$ cat config.mk
export PLATFORM = sky130hd
export DESIGN_NAME = mvtt_isqrt
export DESIGN_NICKNAME = d
export VERILOG_FILES = /design/src/sv/min_vertical_travel_time_macros.svh /design/src/sv/mvtt_isqrt.sv
export SDC_FILE = /design/constraint.sdc
export NUM_CORES = 2
export LEC_CHECK = 0
export BUFFER_PORTS_ARGS = -buffer_cell sky130_fd_sc_hd__buf_2
export CORE_MARGIN = 2
export CORE_UTILIZATION = 40
export CTS_CLUSTER_DIAMETER = 60
export DETAILED_ROUTE_END_ITERATION = 10
export PLACE_DENSITY = 0.52
export REMOVE_ABC_BUFFERS = 1
export SYNTH_ARGS = -nofsm -noshare
export SYNTH_HDL_FRONTEND = slang
export SYNTH_SLANG_ARGS = --single-unit
$ cat constraint.sdc
create_clock -name clk -period 3.9 [get_ports clk]
set_clock_uncertainty 0.2 [all_clocks]
set_input_delay 0 -clock clk [delete_from_list [all_inputs] [get_ports clk]]
set_output_delay 0 -clock clk [all_outputs]
set_load 0.05 [all_outputs]
$ cat src/sv/min_vertical_travel_time_macros.svh
`ifndef MIN_VERTICAL_TRAVEL_TIME_MACROS_SVH
`define MIN_VERTICAL_TRAVEL_TIME_MACROS_SVH

// Clocked check, off while reset is asserted.
`define MVTT_CHECK(lbl, prop, msg) \
    lbl: assert property (@(posedge clk) disable iff (!rst_n) prop) else $error(msg);

// Same-cycle implication.
`define MVTT_IMPLIES(lbl, ante, cons, msg) \
    `MVTT_CHECK(lbl, (ante) |-> (cons), msg)

`endif

$ cat src/sv/mvtt_isqrt.sv
`default_nettype none
module mvtt_isqrt #(
    parameter int RAD_W  = 60,
    parameter int SIDE_W = 1
) (
    input  logic                clk,
    input  logic                rst_n,
    input  logic                en,
    input  logic                in_valid,
    input  logic [RAD_W-1:0]    radicand,
    input  logic [SIDE_W-1:0]   in_side,
    output logic                out_valid,
    output logic [RAD_W/2-1:0]  root,
    output logic [SIDE_W-1:0]   out_side
);
    localparam int ROOT_W = RAD_W / 2;
    localparam int REM_W  = ROOT_W + 2;

    logic              valid_reg [0:ROOT_W-1];
    logic [RAD_W-1:0]  rad_reg   [0:ROOT_W-1];
    logic [REM_W-1:0]  rem_reg   [0:ROOT_W-1];
    logic [ROOT_W-1:0] root_reg  [0:ROOT_W-1];
    logic [SIDE_W-1:0] side_reg  [0:ROOT_W-1];

    // One root bit per stage: bring down two radicand bits, try (root*4+1).
    for (genvar k = 0; k < ROOT_W; k++) begin : g_stage
        logic              v_in;
        logic [RAD_W-1:0]  rad_in;
        logic [REM_W-1:0]  rem_in;
        logic [ROOT_W-1:0] root_in;
        logic [SIDE_W-1:0] side_in;
        logic [REM_W+1:0]  rem_sh;
        logic [REM_W+1:0]  trial;
        logic              ge;
        logic [REM_W-1:0]  rem_next;
        logic [ROOT_W-1:0] root_next;
        logic [RAD_W-1:0]  rad_next;

        if (k == 0) begin : g_first
            assign v_in    = in_valid;
            assign rad_in  = radicand;
            assign rem_in  = '0;
            assign root_in = '0;
            assign side_in = in_side;
        end
        else begin : g_rest
            assign v_in    = valid_reg[k-1];
            assign rad_in  = rad_reg[k-1];
            assign rem_in  = rem_reg[k-1];
            assign root_in = root_reg[k-1];
            assign side_in = side_reg[k-1];
        end

        assign rem_sh    = {rem_in, rad_in[RAD_W-1 -: 2]};
        assign trial     = (REM_W+2)'({root_in, 2'b01});
        assign ge        = (rem_sh >= trial);
        assign rem_next  = ge ? REM_W'(rem_sh - trial) : REM_W'(rem_sh);
        assign root_next = {root_in[ROOT_W-2:0], ge};
        assign rad_next  = {rad_in[RAD_W-3:0], 2'b00};

        always_ff @(posedge clk or negedge rst_n)
        begin
            if (!rst_n)
            begin
                valid_reg[k] <= 1'b0;
            end
            else if (en)
            begin
                valid_reg[k] <= v_in;
            end
        end

        always_ff @(posedge clk)
        begin
            if (en)
            begin
                rad_reg[k]  <= rad_next;
                rem_reg[k]  <= rem_next;
                root_reg[k] <= root_next;
                side_reg[k] <= side_in;
            end
        end
    end

    assign out_valid = valid_reg[ROOT_W-1];
    assign root      = root_reg[ROOT_W-1];
    assign out_side  = side_reg[ROOT_W-1];

endmodule
`default_nettype wire

# --- Word level (Yosys, flattened, before mapping) ---
# Memories as Yosys holds them, arrays and structs flattened.
# Index checks and enable logic that the tools add are counted.
op_classes:
  n_addsub: 30
  order_cmp: 30
  muxes: 32
ops:
  columns: ["operator", "n"]
  rows:
  - ["$ge A34 B32 Y1", 29]
  - ["$mux W32", 30]
  - ["$sub A32 B32 Y32", 29]
  - ["$sub A2 B1 Y3 const B", 1]
  - ["$ge A2 B1 Y1 const B", 1]
  - ["$mux W1", 2]
word_totals:
  regBits: 30
  ram_bits: 3630
  input_bits: 65
  output_inout_bits: 32
  word_cells: 126
  mem_count: 4
mem_list:
  columns: ["name", "depth", "word_bits", "read_ports", "rd_clocked_by_memory_dff", "wr", "line", "source"]
  rows:
  - ["rad_reg", 30, 58, 29, 0, 30, "mvtt_isqrt.sv:20", "logic [RAD_W-1:0] rad_reg [0:ROOT_W-1];"]
  - ["rem_reg", 30, 32, 29, 0, 30, "mvtt_isqrt.sv:21", "logic [REM_W-1:0] rem_reg [0:ROOT_W-1];"]
  - ["root_reg", 30, 30, 30, 0, 30, "mvtt_isqrt.sv:22", "logic [ROOT_W-1:0] root_reg [0:ROOT_W-1];"]
  - ["side_reg", 30, 1, 30, 0, 30, "mvtt_isqrt.sv:23", "logic [SIDE_W-1:0] side_reg [0:ROOT_W-1];"]

# --- Depth between registers and ports, before layout ---
# An unclocked memory read counts as a cell.
logic_depth:
  depth_word: 3
  depth_mapped: 14
  depth_no_buf: 13

# --- Worst setup path after synthesis ---
# OpenSTA, ideal clock, no wires.
synth_path:
  kind: "register -> register"
  startpoint: "memory rem_reg[11][37] (netlist bit)"
  endpoint: "memory rem_reg[12][12] (netlist bit) (data pin)"
  setup_time_ns: 0.260
  arrival_time_ns: 3.140
  slack_ns: 0.300
  stages_incl_launch_ff: 12
  period_less_slack_ns: 3.600
  cell_sequence: "edfxtp_1 ha_1 clkbuf_1 a2111o_1 a2bb2oi_1 a221o_1 a21o_1 a22o_1 or3_1 clkbuf_1 clkbuf_1 mux2_2"
synth_rtl:
  columns: ["element", "line"]
  rows:
  - ["from (decl)", "mvtt_isqrt.sv:21"]

==> metrics <==
CP Class=reg2reg; Fin. Hold Viols=0; worst slew pin tran=approximately 1.1 ns; Slew HR=roughly 25%; sequential share of the synthesized area=around two thirds; RSZ-0062 raised after global routing=false; largest net degree at the start of global routing=about 140; r2r startpoint=rem_reg[1][50]; layout cells sized above 1=a little under 10%; number of fill cells in the layout=~23,000; Critical Path AT=4.08 ns; run status=completed; Slew Limit Fails=0; design area=121,000 um^2; HP Class=in2reg; slowest stage delay, CP=~0.64 ns; Hold EP=rad_reg[0][14]; number of flip-flops in the largest register=between 800 and 900; H-tree depth=5; CP required=approximately 4.3 ns; Top delay family on crit path=simple AND/OR/NAND/NOR gates; post-DP HPWL=between 150,000 and 200,000 um; hold_sp=radicand[14]; fin crit period=3.70 ns; commonest non-fill, non-tap cell in the layout=edfxtp_1; Initial Utilization=40.1%; CP Buf/Inv Count=1; CTS tree=yes; # setup viols final=0; Layout area overhead=15.5%; worst hold margin=0.175 ns; Post-synth EDFFs=~2,200; Avg WL per Cell=17.9 um; vias in the first global route=roughly 63,000; # clock sinks=approximately 2,300; worst hold path cell count=3; Cells after Synth=roughly 8,000; IO buf count=between 90 and 100; P_leak=between 40 and 50 nW; Via Count=~63,000; CTS buffer count=about 270; drt pass-1 iters=6; chip height=about 520 um; Power Total=71.5 mW; Post-Syn Area=approximately 110,000 um^2; Max Cap Violations=0; Fmax=about 270 MHz; global-route wire length before repair=roughly 350,000 um; Synth Warn #=0; Final period util=approximately 95%; Worst-path clk slew=~0.060 ns; PD cells=slightly below 600 nW/um^2; final design utilization=between 40% and 50%; Register-to-Register Path Depth=9; IO Pins=between 90 and 100; Crit. End Element=flop; DRT iter0 DRCs=4,088; multi-input logic area=34,000 um^2; nature of the critical path startpoint=flop; maximum vdd drop=about 0.0005 V; critical path's slowest cell=or4_1; Clk Latency, worst-skew pair=0.87 ns; register area=just under 70,000 um^2; final wirelength=between 200,000 and 250,000 um; RePlAce Congestion=approximately 0.85; #FFs+latches synth=2,277; cell area after placement=111,000 um^2; most frequent cells in the layout=2,247 x edfxtp_1, 613 x inv_1, 570 x nand2_1; Cell variety after synth=93; crit path max fanout=5; final antenna-violating net count=0; Top FF cell, synth=edfxtp_1; residual overflow from global routing=0; site row count=around 190; antenna violations before repair=2; die area=between 200,000 and 300,000 um^2; Synth async-reset ratio=roughly 1.3%; Root Driver=clkbuf_16; DRC viols=0; Critical Path Most Common Cell=or4_1; Vias per Instance=5.10; R2R setup slack=0.20 ns; CP Cell Sequence=or4_1 > nor4b_4 > buf_4 > nand4_1 > nand3_1 > and2b_1 > or4_1 > nor4_1 > xor2_1; Core Footprint=between 200,000 and 300,000 um^2; setup TNS=0 ns; syn avg cell area=between 10 and 15 um^2; end of the worst register-to-register path=rem_reg[2][15]; GRT Total Usage=between 10% and 20%; CTS max path bufs=4; Die W=~520 um; Nets=a little over 9,000
==> power breakdown <==
| group | total, mW | internal, mW | switching, mW |
|---|---|---|---|
| combinational | 13.9 | 5.90 | 7.95 |
| clock | 24.6 | 14.5 | 10.1 |
| sequential | 33.0 | 31.0 | 2.04 |
==> cell families (layout without fill, tap and decap cells) <==
| group | Yosys count | after routing | share of synthesized area [%] |
|---|---|---|---|
| other | 1 | 3 | 0.00357 |
| xor gates and xnor gates | 736 | 736 | 6.14 |
| buffers and inverters | 776 | 1526 | 2.79 |
| and+or+nand+nor | 2073 | 2073 | 9.76 |
| muxes | 92 | 92 | 0.976 |
| AOI/OAI and AO/OA | 1603 | 1603 | 9.48 |
| adders and majority gates | 496 | 496 | 5.91 |
| DFF | 2277 | 2277 | 65.0 |
==> area by class of cell <==
type / instances / share of cell area, %
Sequential cell: 2277 / 56.3
Multi-Input combinational cell: 5001 / 28.1
Clock buffer: 321 / 5.88
Tap cell: 3515 / 3.63
Timing Repair Buffer: 424 / 2.93
Inverter: 617 / 1.91
Clock inverter: 164 / 1.32
Antenna cell: 2 / 0.00413
==> how the worst max path moves through the flow <==
| stage | from | to | slack, ns | cells past startpoint |
|---|---|---|---|---|
| floorplan | rem_reg[9][58] | rem_reg[10][30] | -1.26 | 8 |
| global placement | rem_reg[1][50] | rem_reg[2][15] | -0.02 | 8 |
| detailed placement | rem_reg[1][50] | rem_reg[2][25] | -0.06 | 8 |
| CTS | rem_reg[10][41] | rem_reg[11][3] | 0.03 | 11 |
| global route | rem_reg[0][32] | rem_reg[1][17] | 0.01 | 10 |
| finish | rem_reg[1][50] | rem_reg[2][15] | 0.20 | 9 |
==> stage by stage <==
stage | instances | worst slack [ns]
finish | 12300 | 0.200
global route | 12300 | 0.0113
CTS | 12300 | 0.0347
detailed placement | 11700 | -0.0558
global placement | 11700 | -0.0180
floorplan | 7895 | -1.26
==> worst min-delay path: stages <==
cell           delay, ns
dlygate4sd3_1       0.51
buf_2               0.09
dlygate4sd3_1       0.53
==> routing by layer <==
metal / wire [um] / global-route usage (%)
met4: 7170 / 5.79
met2: 110000 / 28.6
met1: 95900 / 20.7
met5: 0 / 0
met3: 7350 / 1.99
==> synthesized netlist by cell type, types with 44 or more instances <==
cell type     n  share of area, %
o21bai_1     49              0.35
nand2_1     570               2.0
a21o_1      207               1.5
inv_1       613               2.2
or3_1        80              0.48
xor2_1      365               3.0
o21ai_0     445               2.1
or4_1        57              0.41
nor2_1      498               1.8
clkbuf_1    138              0.49
nor4_1      101              0.60
nand4_1      83              0.49
nand2b_1    103              0.61
o31ai_1      57              0.41
nor3_1      201              0.96
o21a_1       75              0.54
mux2_2       83              0.89
nand3_1     105              0.50
a21oi_1     459               2.2
edfxtp_1   2247                64
nor2b_1      58              0.35
a31oi_1      51              0.30
ha_1        496               5.9
xnor2_1     371               3.1
or2_2        44              0.26
==> what timing repair did <==
action / 4_1_cts / 5_1_grt
endpoints found under the setup margin: 7 / 37
hold endpoints to repair: 2125 / 0
gates resized for setup: 2 / 14
pin swaps: 0 / 1
setup buffers: 0 / 3
hold buffers: 133 / 0
Power figures use the tool's default switching activity.
